<file path="config.mk">
export PLATFORM = sky130hd
export DESIGN_NAME = string_scan_compare
export DESIGN_NICKNAME = d
export VERILOG_FILES = /design/src/rtl/core/ssc_pkg.sv /design/src/rtl/core/string_scan_compare.sv
export VERILOG_INCLUDE_DIRS = /design/src /design/src/rtl/core
export SDC_FILE = /design/constraint.sdc
export NUM_CORES = 1
export LEC_CHECK = 0
export ABC_CLOCK_PERIOD_IN_PS = 13900
export CAP_MARGIN = 20
export CORE_MARGIN = 2
export CORE_UTILIZATION = 30
export CTS_CLUSTER_DIAMETER = 80
export DETAILED_ROUTE_END_ITERATION = 10
export DONT_BUFFER_PORTS = 1
export GPL_TIMING_DRIVEN = 0
export SYNTH_ARGS = -nofsm -noshare
export SYNTH_HDL_FRONTEND = slang
export SYNTH_SLANG_ARGS = --single-unit
</file>
<file path="constraint.sdc">
create_clock -name clock -period 13.9 [get_ports clock]
set_clock_uncertainty 0.15 [all_clocks]
set_input_delay 2.78 -clock clock [delete_from_list [all_inputs] [get_ports clock]]
set_output_delay 2.78 -clock clock [all_outputs]
set_load 0.005 [all_outputs]
</file>
<file path="src/rtl/core/assert_macros.svh">
// Assertion helpers for the string scan block.
`ifndef ASSERT_MACROS_SVH
`define ASSERT_MACROS_SVH

// Check a property on every rising clock edge outside reset.
`define ASSERT_CLK(label, clk, rst, prop, msg) \
   label: assert property (@(posedge clk) disable iff (rst) (prop)) else $error(msg);

// Check that an antecedent implies a consequent in the next cycle.
`define ASSERT_NEXT(label, clk, rst, ante, cons, msg) \
   label: assert property (@(posedge clk) disable iff (rst) (ante) |=> (cons)) \
      else $error(msg);

`endif

</file>
<file path="src/rtl/core/ssc_pkg.sv">
package ssc_pkg;

   localparam logic       ACT_START   = 1'b0;
   localparam logic       ACT_ELEMENT = 1'b1;

   localparam logic [1:0] SIZE_BYTE   = 2'd0;
   localparam logic [1:0] SIZE_WORD   = 2'd1;

   localparam logic [1:0] REP_NONE    = 2'd0;
   localparam logic [1:0] REP_E       = 2'd1;
   localparam logic [1:0] REP_NE      = 2'd2;

   typedef struct packed {
      logic        action;
      logic [31:0] accumulator;
      logic [31:0] start_offset;
      logic [31:0] start_count;
      logic [1:0]  element_size;
      logic        short_addressing;
      logic        direction_down;
      logic [1:0]  repeat_mode;
      logic [31:0] segment_base;
      logic [31:0] element;
   } req_type;

   typedef struct packed {
      logic [31:0] fetch_address;
      logic [31:0] offset_out;
      logic [31:0] count_out;
      logic        carry_flag;
      logic        zero_flag;
      logic        sign_flag;
      logic        overflow_flag;
      logic        adjust_flag;
      logic        done_res;
   } rsp_type;

   typedef struct packed {
      logic [1:0] size;
      logic       shrt;
      logic       down;
      logic [1:0] rep;
   } mode_type;

   typedef struct packed {
      logic af;
      logic of;
      logic sf;
      logic zf;
      logic cf;
   } flags_type;

endpackage

</file>
<file path="src/rtl/core/string_scan_compare.sv">
// String scan compare (SCAS with optional REPE / REPNE).
// Each result is registered, in the skid entry if the output word is still held.
// One word per cycle while req_ready; subtract, flags, offset, count update together.
// A two-entry output buffer keeps req_ready high while one result waits.
// Reset (synchronous, active high) clears state and valid flags; the block starts idle.
module string_scan_compare (
   input  logic             clock,
   input  logic             reset,
   input  logic             req_valid,
   output logic             req_ready,
   input  ssc_pkg::req_type req_data,
   output logic             rsp_valid,
   input  logic             rsp_ready,
   output ssc_pkg::rsp_type rsp_data
);

   logic [31:0]        acc_ff, acc_in;
   logic [31:0]        offset_ff, offset_in;
   logic [31:0]        count_ff, count_in;
   logic [31:0]        base_ff, base_in;
   ssc_pkg::mode_type  mode_ff, mode_in;
   ssc_pkg::flags_type flags_ff, flags_in;
   logic               busy_ff, busy_in;

   logic               out_valid_ff, out_valid_in;
   ssc_pkg::rsp_type   out_ff, out_in;
   logic               skid_valid_ff, skid_valid_in;
   ssc_pkg::rsp_type   skid_ff, skid_in;

   logic               req_accept;
   logic               rsp_accept;
   ssc_pkg::rsp_type   result;

   logic               prefixed;
   logic [31:0]        mask, top, step;
   logic [31:0]        op_a, op_b, diff;
   logic [32:0]        diff_wide;
   logic [31:0]        off_eff, off_step, cnt_eff, cnt_dec;
   logic [31:0]        start_cnt_eff, next_off_eff;
   logic               start_prefixed;
   logic               zf;
   logic               finish;

   assign req_ready  = !skid_valid_ff;
   assign req_accept = req_valid && req_ready;
   assign rsp_valid  = out_valid_ff;
   assign rsp_data   = out_ff;
   assign rsp_accept = out_valid_ff && rsp_ready;

   always_comb begin
      case (mode_ff.size)
         ssc_pkg::SIZE_BYTE: begin
            mask = 32'h0000_00FF;
            top  = 32'h0000_0080;
            step = 32'd1;
         end
         ssc_pkg::SIZE_WORD: begin
            mask = 32'h0000_FFFF;
            top  = 32'h0000_8000;
            step = 32'd2;
         end
         default: begin
            mask = 32'hFFFF_FFFF;
            top  = 32'h8000_0000;
            step = 32'd4;
         end
      endcase
   end

   assign prefixed = (mode_ff.rep == ssc_pkg::REP_E) || (mode_ff.rep == ssc_pkg::REP_NE);
   assign start_prefixed = (req_data.repeat_mode == ssc_pkg::REP_E) ||
                           (req_data.repeat_mode == ssc_pkg::REP_NE);
   assign start_cnt_eff = req_data.short_addressing ? {16'h0000, req_data.start_count[15:0]}
                                                    : req_data.start_count;

   assign op_a      = acc_ff & mask;
   assign op_b      = req_data.element & mask;
   assign diff_wide = {1'b0, op_a} - {1'b0, op_b};
   assign diff      = diff_wide[31:0] & mask;
   assign zf        = (diff == 32'd0);

   assign off_eff  = mode_ff.shrt ? {16'h0000, offset_ff[15:0]} : offset_ff;
   assign off_step = mode_ff.down ? (off_eff - step) : (off_eff + step);
   assign cnt_eff  = mode_ff.shrt ? {16'h0000, count_ff[15:0]} : count_ff;
   assign cnt_dec  = cnt_eff - 32'd1;

   always_comb begin
      acc_in   = acc_ff;
      offset_in = offset_ff;
      count_in = count_ff;
      base_in  = base_ff;
      mode_in  = mode_ff;
      flags_in = flags_ff;
      busy_in  = busy_ff;
      finish   = 1'b1;
      if (req_data.action == ssc_pkg::ACT_START) begin
         acc_in    = req_data.accumulator;
         offset_in = req_data.start_offset;
         count_in  = req_data.start_count;
         base_in   = req_data.segment_base;
         mode_in   = '{size: req_data.element_size, shrt: req_data.short_addressing,
                       down: req_data.direction_down, rep: req_data.repeat_mode};
         busy_in   = !(start_prefixed && (start_cnt_eff == 32'd0));
      end else if (busy_ff) begin
         flags_in.cf = diff_wide[32];
         flags_in.zf = zf;
         flags_in.sf = |(diff & top);
         flags_in.of = |((op_a ^ op_b) & (op_a ^ diff) & top);
         flags_in.af = op_a[4] ^ op_b[4] ^ diff[4];
         offset_in = mode_ff.shrt ? {offset_ff[31:16], off_step[15:0]} : off_step;
         if (prefixed) begin
            count_in = mode_ff.shrt ? {count_ff[31:16], cnt_dec[15:0]} : cnt_dec;
            if ((mode_ff.shrt ? {16'h0000, cnt_dec[15:0]} : cnt_dec) == 32'd0) begin
               finish = 1'b1;
            end else if (mode_ff.rep == ssc_pkg::REP_E) begin
               finish = !zf;
            end else begin
               finish = zf;
            end
         end
         busy_in = !finish;
      end
   end

   assign next_off_eff = mode_in.shrt ? {16'h0000, offset_in[15:0]} : offset_in;

   always_comb begin
      result.fetch_address = base_in + next_off_eff;
      result.offset_out    = offset_in;
      result.count_out     = count_in;
      result.carry_flag    = flags_in.cf;
      result.zero_flag     = flags_in.zf;
      result.sign_flag     = flags_in.sf;
      result.overflow_flag = flags_in.of;
      result.adjust_flag   = flags_in.af;
      result.done_res      = !busy_in;
   end

   always_comb begin
      out_valid_in  = out_valid_ff;
      out_in        = out_ff;
      skid_valid_in = skid_valid_ff;
      skid_in       = skid_ff;
      if (!out_valid_ff || rsp_accept) begin
         if (skid_valid_ff) begin
            out_in        = skid_ff;
            out_valid_in  = 1'b1;
            skid_valid_in = 1'b0;
         end else if (req_accept) begin
            out_in       = result;
            out_valid_in = 1'b1;
         end else begin
            out_valid_in = 1'b0;
         end
      end else if (req_accept) begin
         skid_in       = result;
         skid_valid_in = 1'b1;
      end
   end

   always_ff @(posedge clock) begin
      if (reset) begin
         acc_ff        <= '0;
         offset_ff     <= '0;
         count_ff      <= '0;
         base_ff       <= '0;
         mode_ff       <= '0;
         flags_ff      <= '0;
         busy_ff       <= 1'b0;
         out_valid_ff  <= 1'b0;
         skid_valid_ff <= 1'b0;
      end else begin
         if (req_accept) begin
            acc_ff    <= acc_in;
            offset_ff <= offset_in;
            count_ff  <= count_in;
            base_ff   <= base_in;
            mode_ff   <= mode_in;
            flags_ff  <= flags_in;
            busy_ff   <= busy_in;
         end
         out_valid_ff  <= out_valid_in;
         skid_valid_ff <= skid_valid_in;
      end
   end

   always_ff @(posedge clock) begin
      out_ff  <= out_in;
      skid_ff <= skid_in;
   end

`include "assert_macros.svh"

   `ASSERT_CLK(a_skid_behind_out, clock, reset, !skid_valid_ff || out_valid_ff, "skid word without output word")
   `ASSERT_NEXT(a_idle_element_holds, clock, reset, req_accept && (req_data.action == ssc_pkg::ACT_ELEMENT) && !busy_ff, $stable(offset_ff) && $stable(count_ff) && $stable(flags_ff) && !busy_ff, "idle element changed scan state")
   `ASSERT_NEXT(a_single_scan_ends, clock, reset, req_accept && (req_data.action == ssc_pkg::ACT_ELEMENT) && busy_ff && !prefixed, !busy_ff && $stable(count_ff), "unprefixed scan did not end after one element")
   `ASSERT_NEXT(a_skid_drains_first, clock, reset, skid_valid_ff && rsp_accept, out_valid_ff && !skid_valid_ff, "skid word not moved to output")

endmodule

</file>
# ---- Word level (Yosys, flattened, before mapping)
# Index checks and enable logic that the tools add are counted.
dict set report totals {
  out_inout_bits 104
  latchBits 0
  n_memories 0
  inputBits 171
  rom_bits 0
  elab_cells 110
  ff_bits 346
  ramBits 0
}
dict set report op_classes {
  n_mul 0
  n_eq_ne 5
  shift 0
  bitwise 12
  add_sub_neg 5
  n_reduce_logical 23
  div 0
  order_cmp 0
  mux 31
}
# cell count
set ops {}
lappend ops {{$mux 32} 14}
lappend ops {{$mux 102} 2}
lappend ops {{$and 32x32->32} 6}
lappend ops {{$pmux 32 s2} 2}
lappend ops {{$logic_not 32->1} 3}
lappend ops {{$add 32x32->32} 2}
lappend ops {{$reduce_or 32->1} 2}
lappend ops {{$xor 32x32->32} 2}
lappend ops {{$sub 32x32->33} 1}
lappend ops {{$sub 32x1->32 const B} 1}
lappend ops {{$sub 32x32->32} 1}
lappend ops {{$mux 5} 2}
lappend ops {{$mux 1} 9}
lappend ops {{$eq 2x1->1 const B} 3}
lappend ops {{$logic_not 1->1} 6}
lappend ops {{$pmux 3 s2} 1}
lappend ops {{$reduce_and 2->1} 3}
lappend ops {{$eq 2x2->1 const B} 2}
lappend ops {{$mux 4} 1}
lappend ops {{$logic_and 1x1->1} 3}
lappend ops {{$logic_or 1x1->1} 3}
lappend ops {{$logic_not 2->1} 1}
lappend ops {{$not 1->1} 2}
lappend ops {{$reduce_bool 2->1} 1}
lappend ops {{2 further kinds} 3}

# ---- Depth between registers and ports, before layout
# Gate-level depths: netlist of the first run.
dict set report logic_depth {
  word_depth 18
  mapped_depth 32
  depth_no_buf 30
}

# ---- Worst setup path before layout of the first run
# No wires, ideal clock.
dict set report synth_timing {
  kind {input -> register}
  from {input req_valid}
  to {register skid_ff[0] in the netlist's numbering (enable)}
  stages 4
  setup_time_ps 564
  arrival_ps 7549
  t_required_ps 13186
  setup_slack_ps 5636
  cell_sequence {nand2_1 > clkbuf_1 > clkbuf_1 > nor2_1}
}
dict set report synth_via {
  elab_chain_cells 2
}
# element line_no
set synth_rtl {}
lappend synth_rtl {{start, declared} string_scan_compare.sv:9} ;# input logic req_valid,
lappend synth_rtl {{$logic_and 1x1->1} string_scan_compare.sv:45} ;# assign req_accept = req_valid && req_ready;
lappend synth_rtl {{$reduce_and 2->1 (no source line)} --}
lappend synth_rtl {{end signal, assigned} string_scan_compare.sv:189} ;# skid_ff <= skid_in;
lappend synth_rtl {{end, declared} string_scan_compare.sv:28} ;# ssc_pkg::rsp_type skid_ff, skid_in;
# No other way between the ends.
# A chain may end at the register's enable or synchronous reset.

# ---- Worst setup path after layout of the first run
dict set report layout_timing {
  from {register mode_ff[5] in the netlist's numbering}
  to {register out_ff (netlist bit rsp_data[101]), data pin}
}
dict set report layout_via {
  elab_chain_cells 11
  elab_cells_between_ends 13
}
# element line_no
set layout_rtl {}
lappend layout_rtl {{start, declared} string_scan_compare.sv:21} ;# ssc_pkg::mode_type mode_ff, mode_in;
lappend layout_rtl {{start signal, assigned} string_scan_compare.sv:178} ;# mode_ff <= mode_in;
lappend layout_rtl {{$eq 2x1->1 / $logic_not 2->1 (equally long branches)} string_scan_compare.sv:51} ;# case (mode_ff.size)
lappend layout_rtl {{$pmux 3 s2 (*)} string_scan_compare.sv:51}
lappend layout_rtl {{$add 32x32->32 / $sub 32x32->32 (equally long branches)} string_scan_compare.sv:83} ;# assign off_step = mode_ff.down ? (off_eff - step) : (off_eff + step);
lappend layout_rtl {{$mux 32 (*)} string_scan_compare.sv:83}
lappend layout_rtl {{$mux 32 (*)} string_scan_compare.sv:110} ;# offset_in = mode_ff.shrt ? {offset_ff[31:16], off_step[15:0]} : off_step;
lappend layout_rtl {{$mux 32 (*)} string_scan_compare.sv:104} ;# end else if (busy_ff) begin
lappend layout_rtl {{$mux 32 (*)} string_scan_compare.sv:96} ;# if (req_data.action == ssc_pkg::ACT_START) begin
lappend layout_rtl {{$mux 32 (*)} string_scan_compare.sv:125} ;# assign next_off_eff = mode_in.shrt ? {16'h0000, offset_in[15:0]} : offset_in;
lappend layout_rtl {{$add 32x32->32 (*)} string_scan_compare.sv:128} ;# result.fetch_address = base_in + next_off_eff;
lappend layout_rtl {{$mux 102 (*)} string_scan_compare.sv:149} ;# end else if (req_accept) begin
lappend layout_rtl {{$mux 102 (*)} string_scan_compare.sv:145} ;# if (skid_valid_ff) begin
lappend layout_rtl {{end signal, assigned} string_scan_compare.sv:188} ;# out_ff <= out_in;
lappend layout_rtl {{end, declared} string_scan_compare.sv:26} ;# ssc_pkg::rsp_type out_ff, out_in;
# Mark *: on every way between the ends. The rest lies on a longest branch, timed or not. The select of a mux whose other input is x is not followed.

==> qor.csv, run 1 <==
stage,metric,value,unit
clock_network,worst-skew pair later-pin latency,0.59,ns
clock_network,CTS buffer count,41,
logic_synthesis,"FF+latch count, synth",346,
drt,Routed WL per cell,20.82,um
logic_synthesis,sequential element share of the synthesized area,42.82,%
setup_path,critical path's largest stage delay,0.68,ns
setup_path,crit-path max FO,11,
logic_synthesis,Netlist cell types,96,
sta,Fin. Hold Viols,0,
power_and_ir_drop,maximum vdd ir drop,0.00008639,V
power_and_ir_drop,PwrDens,124.6,nW/um^2
placement,GPL Wtd Cong,0.8972,
finish,Synth-to-Final Area Change,13.49,%
min_path,Worst Hold Depth,2,
grt,total track usage,19.01,%
sta,Slew HR,29.12,%
clock_network,clk buf depth,3,
setup_path,R2R cell count,30,
power_and_ir_drop,leakage power,8.926,nW
status,status,finished clean,
placement,placed cell area,22270,sq um
min_path,HP Class,flip-flop to flip-flop,
sta,fin. max-slew vios,0,
drt,"antenna viol nets, final",0,
sta,Worst Max-Slew Pin Slew,1.063,ns
min_path,Worst Hold Endpoint,acc_ff[12]$_SDFFE_PP0P_,
setup_path,CP Data Arrival Time,9.15,ns
grt,initial antenna violation count,15,
floorplanning,I/O Pins,275,
sta,setup tns final,0,ns
setup_path,most frequent CP cell,clkbuf_1,
drt,number of DRC markers in iteration 0,1152,
flow_run,max_cap viols,0,
sta,unrepaired setup endpoints after global routing,no,
drt,DR vias,17360,
grt,busiest grt layer,met2,
setup_path,R2R Setup Slk,4.94,ns
logic_synthesis,synth warn,0,
drt,Remaining DRCs,0,
logic_synthesis,"EDFF count, synth",204,
setup_path,Critical Path RT,14.08,ns
clock_network,clock sink count,346,
placement,port buffer count,0,
sta,fmax,0.1116,GHz
placement,DP Wirelength,52640,um
setup_path,Reg-to-Reg Start,mode_ff[5]$_SDFFE_PP0P_,
min_path,worst hold start,acc_ff[12]$_SDFFE_PP0P_,
sta,Tmin final,8.965,ns
grt,aggregate global routing overflow,0,
grt,largest net degree at the start of global routing,35,
grt,number of global-route vias before repair,16690,
floorplanning,Die Footprint,71950,sq um
sta,final worst-path cycle share,64.49,%
setup_path,"slowest stage cell, crit path",o311ai_1,
drt,final WL,69430,um
setup_path,Worst setup SP type,flip-flop,
clock_network,setup repair bufs after CTS,0,
grt,met2 usage,30.78,%
clock_network,post-CTS sizing,0,
floorplanning,die width,268.2,um
logic_synthesis,cell area after synthesis,20950,sq um
logic_synthesis,Mapped Nets,2586,
grt,first-pass GRT wire length,103500,um
logic_synthesis,"Avg Cell Area, Syn",9.036,sq um
floorplanning,row count,96,
logic_synthesis,Gate Count Post-Synth,2318,
grt,grt met3 use,5.443,%
setup_path,kind of critical path,flip-flop to flip-flop,
finish,Final Net Count,2636,
sta,final setup vio count,0,
finish,share of layout cells above drive strength 1,10.37,%
drt,Avg Vias per Cell,5.207,
clock_network,CTS tree,built,
floorplanning,Initial Util,30.43,%
logic_synthesis,dominant synthesized flop cell,edfxtp_1,
floorplanning,core region area,68830,sq um
setup_path,reg-to-reg endpoint,rsp_data[101]$_DFFE_PP_,
grt,GRT met1 Usage,24.89,%
setup_path,Worst Setup End Kind,flip-flop,
floorplanning,Die H,268.2,um
finish,fin area,23770,sq um
drt,1st-pass router iterations,5,
clock_network,CTS H-Tree Depth,2,
clock_network,hold_buf cts,0,
clock_network,CTS Root Buffer Type,clkbuf_16,
logic_synthesis,ys async rst share,0,%
clock_network,"CTS clk-pin slew, worst paths",0.06,ns
-- kinds of logic after synthesis --
family | count (synthesis) | share of synthesized area, %
AND/OR/NAND/NOR | 841 | 18.44
AO/OA/AOI/OAI | 588 | 17.48
flip-flops | 346 | 42.82
buffers and inverters | 207 | 3.877
multiplexers | 133 | 7.037
XOR/XNOR | 104 | 4.349
adder cells (fa/ha/maj) | 99 | 5.997
-- cells in the mapped netlist, types with 5 or more instances --
cell type,n,area (sq um)
nand4_1,17,106.4
nor4b_1,6,52.55
edfxtp_1,204,6126
nor2_1,184,690.7
dfxtp_1,142,2843
clkbuf_1,104,390.4
mux2i_1,19,190.2
xor2_1,36,315.3
a21oi_1,249,1246
buf_2,13,65.06
o21ai_0,97,485.5
nand3_1,37,185.2
nor3_1,35,175.2
buf_1,18,67.56
inv_1,65,244.0
a211oi_1,20,150.1
nand2_1,395,1483
o22ai_1,5,31.28
o211ai_1,15,112.6
a31oi_1,26,162.7
and3_1,13,81.33
o31ai_1,9,67.56
or2_2,10,62.56
nand3b_1,6,45.04
o21a_1,16,120.1
nand2b_1,16,100.1
a21o_1,44,330.3
xnor2_1,68,595.6
a221oi_1,5,43.79
and2_1,33,206.5
a211o_1,5,43.79
mux2_2,114,1284
or3_1,9,56.30
o21bai_1,16,120.1
o21ai_1,11,55.05
ha_1,94,1176
nor2b_1,35,219.0
nor4_1,19,118.9
-- critical path, delay by kind of cell, from the launching register on --
kind                       cells  cell delay [ns]
and+or+nand+nor                9             1.60
xor gates and xnor gates       2             0.37
AOI/OAI and AO/OA             11             3.25
buffers and inverters          4             1.64
adders and majority gates      3             1.00
muxes                          1             0.32
DFF                            1             0.37
-- cell usage in the layout (no fill, tap or decap), types with 9 or more instances in the layout --
cell and n:
a31oi_1 26, o21bai_1 16, or3_1 9, nor4_1 19, o21ai_0 97, nand2_1 395
inv_1 65, and2_1 33, nand2b_1 16, edfxtp_1 204, nor2b_1 34, or2_2 10
a211oi_1 20, clkbuf_16 41, clkbuf_1 107, nand4_1 17, a21oi_1 249, nor2_1 182
nor3_1 35, xnor2_1 68, o211ai_1 15, o31ai_1 9, xor2_1 36, mux2i_1 19
buf_1 18, dfxtp_1 142, a21o_1 44, ha_1 94, and3_1 13, nand3_1 37
o21a_1 16, buf_2 13, o21ai_1 11, mux2_2 114
-- through the flow --
stage                     worst slack [ns]  hold WS (ns)  util, %  std cells  total power (W)
after global routing                 4.263        0.3130    34.54       3333         0.003099
after CTS                            4.873        0.3029    34.53       3332         0.002994
final                                4.935        0.3008    34.54       3334         0.002962
after detailed placement             4.579        0.2946    32.36       3256         0.001779
after global placement               2.342        0.2898    32.13       3249         0.001782
after floorplan                      5.636        0.2817        -       2318         0.001626
-- per-layer routing --
layer | vias to the layer above | wire length [um]
li1 | 8414 | -
met1 | 8290 | 30530
met2 | 529 | 31600
met3 | 103 | 5503
met4 | 24 | 1634
met5 | - | 158
-- state kept, by name (all words and copies together), names as in the netlist --
signal         cells
acc_ff            32
busy_ff            1
mode_ff            6
skid_valid_ff      1
count_ff          32
base_ff           32
rsp_valid          1
offset_ff         32
rsp_data         102
skid_ff          102
flags_ff           5
-- worst max-delay path by stage --
stage | startpoint | to | slack [ns] | cells past startpoint
2_1_floorplan | req_valid | skid_ff[0]$_DFFE_PP_ | 5.64 | 4
3_3_place_gp | req_valid | skid_ff[43]$_DFFE_PP_ | 2.34 | 4
3_5_place_dp | req_data[166] | rsp_data[100]$_DFFE_PP_ | 4.58 | 18
4_1_cts | mode_ff[5]$_SDFFE_PP0P_ | rsp_data[101]$_DFFE_PP_ | 4.87 | 30
5_1_grt | mode_ff[5]$_SDFFE_PP0P_ | rsp_data[101]$_DFFE_PP_ | 4.26 | 30
6_report | mode_ff[5]$_SDFFE_PP0P_ | rsp_data[101]$_DFFE_PP_ | 4.94 | 30
-- layout make-up --
cell class | instances | area [sq um]
fill | 7067 | 45050
multi-input combinational | 1765 | 11180
sequential | 346 | 8969
tap | 931 | 1165
clock buffer | 44 | 1037
buffer | 139 | 556.8
clock inverter | 32 | 459.2
inverter | 68 | 255.2
timing repair buffer | 7 | 142.6
antenna | 2 | 5.005
-- power by group --
group / total, W / switching [W] / internal [W]
sequential: 0.00122 / 0.0000419 / 0.00118
combinational: 0.000544 / 0.000340 / 0.000205
clock: 0.00120 / 0.000492 / 0.000707
total: 0.00296 / 0.000873 / 0.00209
Power figures use the tool's default switching activity.
==> inputs of run 2 (changes only) <==
- ABC_CLOCK_PERIOD_IN_PS: 13900 -> 7400
- clock period: 13.9 -> 7.4 ns (I/O delays scaled with it)
==> run 2 against run 1 <==
- final cell count stayed put
- wire length hardly changed
- power is 88% higher
- sequential cell count stayed put
- via count is 0.20% higher
- clock-buffer cell count stayed put
- hold slack worse by 0.00065 ns
- global-route usage hardly changed
==> qor.csv, run 2 (synthesized netlist as in run 1, its figures left out) <==
stage,metric,value,unit
floorplanning,Initial Util,30.43,%
finish,Final Net Count,2636,
floorplanning,die width,268.2,um
setup_path,Reg-to-Reg Start,mode_ff[5]$_SDFFE_PP0P_,
sta,final setup vio count,0,
setup_path,R2R cell count,30,
clock_network,CTS tree,built,
status,status,finished clean,
min_path,Worst Hold Depth,2,
setup_path,reg-to-reg endpoint,rsp_data[101]$_DFFE_PP_,
min_path,HP Class,flip-flop to flip-flop,
placement,GPL Wtd Cong,0.8972,
drt,Avg Vias per Cell,5.217,
clock_network,clk buf depth,3,
sta,fin. max-slew vios,0,
floorplanning,Die H,268.2,um
grt,initial antenna violation count,13,
setup_path,Worst Setup End Kind,flip-flop,
power_and_ir_drop,Net Switching,0.001641,W
drt,DR vias,17390,
sta,Tmin final,7.060,ns
placement,pre-CTS WS,-1.549,ns
clock_network,worst-skew pair later-pin latency,0.59,ns
clock_network,CTS buffer count,41,
clock_network,"CTS clk-pin slew, worst paths",0.06,ns
finish,"Core Util, Final",34.68,%
power_and_ir_drop,maximum vdd ir drop,0.0001619,V
floorplanning,I/O Pins,275,
clock_network,clock sink count,346,
setup_path,Worst setup SP type,flip-flop,
drt,Remaining DRCs,0,
setup_path,most frequent CP cell,ha_1,
power_and_ir_drop,leakage power,8.971,nW
grt,total track usage,19.02,%
finish,most frequent cells in the layout,"395 x nand2_1, 248 x a21oi_1, 204 x edfxtp_1, 181 x nor2_1, 141 x dfxtp_1",
floorplanning,row count,96,
finish,"most common cell after layout, fill and taps aside",nand2_1,
placement,port buffer count,0,
clock_network,CTS Root Buffer Type,clkbuf_16,
clock_network,CTS H-Tree Depth,2,
clock_network,hold_buf cts,0,
sta,Slew HR,28.08,%
finish,share of layout cells above drive strength 1,11.50,%
drt,"antenna viol nets, final",0,
grt,largest net degree at the start of global routing,35,
grt,number of global-route vias before repair,16700,
grt,first-pass GRT wire length,103600,um
floorplanning,Die Footprint,71950,sq um
power_and_ir_drop,Seq pwr share,41.1,%
drt,Routed WL per cell,20.83,um
setup_path,R2R Setup Slk,0.34,ns
sta,Fin. Hold Viols,0,
power_and_ir_drop,internal power,0.003929,W
finish,fin area,23870,sq um
power_and_ir_drop,PwrDens,233.4,nW/um^2
setup_path,cell family with most CP delay,compound AO/OA/AOI/OAI gates,
placement,DP Wirelength,52640,um
setup_path,kind of critical path,flip-flop to flip-flop,
min_path,Worst Hold Endpoint,acc_ff[12]$_SDFFE_PP0P_,
setup_path,CP Data Arrival Time,7.24,ns
setup_path,"slowest stage cell, crit path",a311o_2,
sta,Worst Max-Slew Pin Slew,1.079,ns
floorplanning,core region area,68830,sq um
placement,placed cell area,22270,sq um
drt,final WL,69450,um
setup_path,Critical path buffers and inverters,3,
drt,1st-pass router iterations,5,
power_and_ir_drop,Comb power frac,18.5,%
flow_run,max_cap viols,0,
finish,Synth-to-Final Area Change,13.97,%
sta,Min Hold Slack,0.3002,ns
setup_path,critical path's largest stage delay,0.43,ns
power_and_ir_drop,Clk pwr share,40.4,%
power_and_ir_drop,sw frac,29.46,%
setup_path,crit-path max FO,11,
drt,number of DRC markers in iteration 0,1109,
sta,setup ws final,0.3404,ns
sta,fmax,0.1417,GHz
grt,aggregate global routing overflow,0,
sta,final worst-path cycle share,95.40,%
min_path,worst hold start,acc_ff[12]$_SDFFE_PP0P_,
setup_path,Critical Path RT,7.58,ns
-- run 2: changes by cell type in the layout (fill, tap and decap cells not counted), sizes merged --
cell,change
buf,+6
clkbuf,-6
-- run 2: how the worst max path moves through the flow --
stage                             from                 endpoint  cells after the start
2_1_floorplan                req_valid     skid_ff[0]$_DFFE_PP_                      4
3_3_place_gp                 req_valid    skid_ff[43]$_DFFE_PP_                      4
3_5_place_dp   mode_ff[5]$_SDFFE_PP0P_  rsp_data[101]$_DFFE_PP_                     30
4_1_cts        mode_ff[5]$_SDFFE_PP0P_  rsp_data[101]$_DFFE_PP_                     30
5_1_grt        mode_ff[5]$_SDFFE_PP0P_  rsp_data[101]$_DFFE_PP_                     30
6_report       mode_ff[5]$_SDFFE_PP0P_  rsp_data[101]$_DFFE_PP_                     30
-- run 2: layout make-up --
class                      instances  area (sq um)
multi-input combinational       1765         11250
clock inverter                    32         459.2
inverter                          68         255.2
antenna                            2         5.005
sequential                       346          8970
clock buffer                      44          1037
timing repair buffer              10         165.2
buffer                           136         563.0
fill                            7068         44950
tap                              931          1165
-- run 2: worst min-delay path: cells and delay by family, from the launching register on --
family           cells  cell delay, ns
AO/OA/AOI/OAI        1            0.05
flip-flops           1            0.30
AND/OR/NAND/NOR      1            0.05
-- run 2: per-stage QoR --
step | cells | setup TNS [ns] | power (W)
after floorplan | 2318 | 0 | 0.003055
after global placement | 3249 | -541.89 | 0.003347
after detailed placement | 3256 | -22.39 | 0.003342
after CTS | 3332 | 0 | 0.005629
after global routing | 3333 | -0.09490 | 0.005829
final | 3334 | 0 | 0.005571
-- run 2: power groups by stage --
stage               clock (W)  combinational [W]  sequential, W
floorplan                   0           0.000745        0.00231
global placement            0           0.000998        0.00235
detailed placement          0            0.00101        0.00233
CTS                   0.00231            0.00103        0.00229
global route          0.00238            0.00115        0.00231
finish                0.00225            0.00103        0.00229
-- run 2: timing repair --
item	4_1_cts	5_1_grt
resized for setup	17	20
setup buffers	2	1
setup endpoints to repair	31	9
cloned	0	0
pin swaps	1	3
-- run 2: per-layer routing --
layer / part of all wire, % / track usage (%) / vias up
li1: - / - / 8421
met1: 44 / 24.90 / 8356
met2: 45 / 30.81 / 503
met3: 8.1 / 5.452 / 94
met4: 2.3 / 4.650 / 20
met5: 0.17 / 0 / -
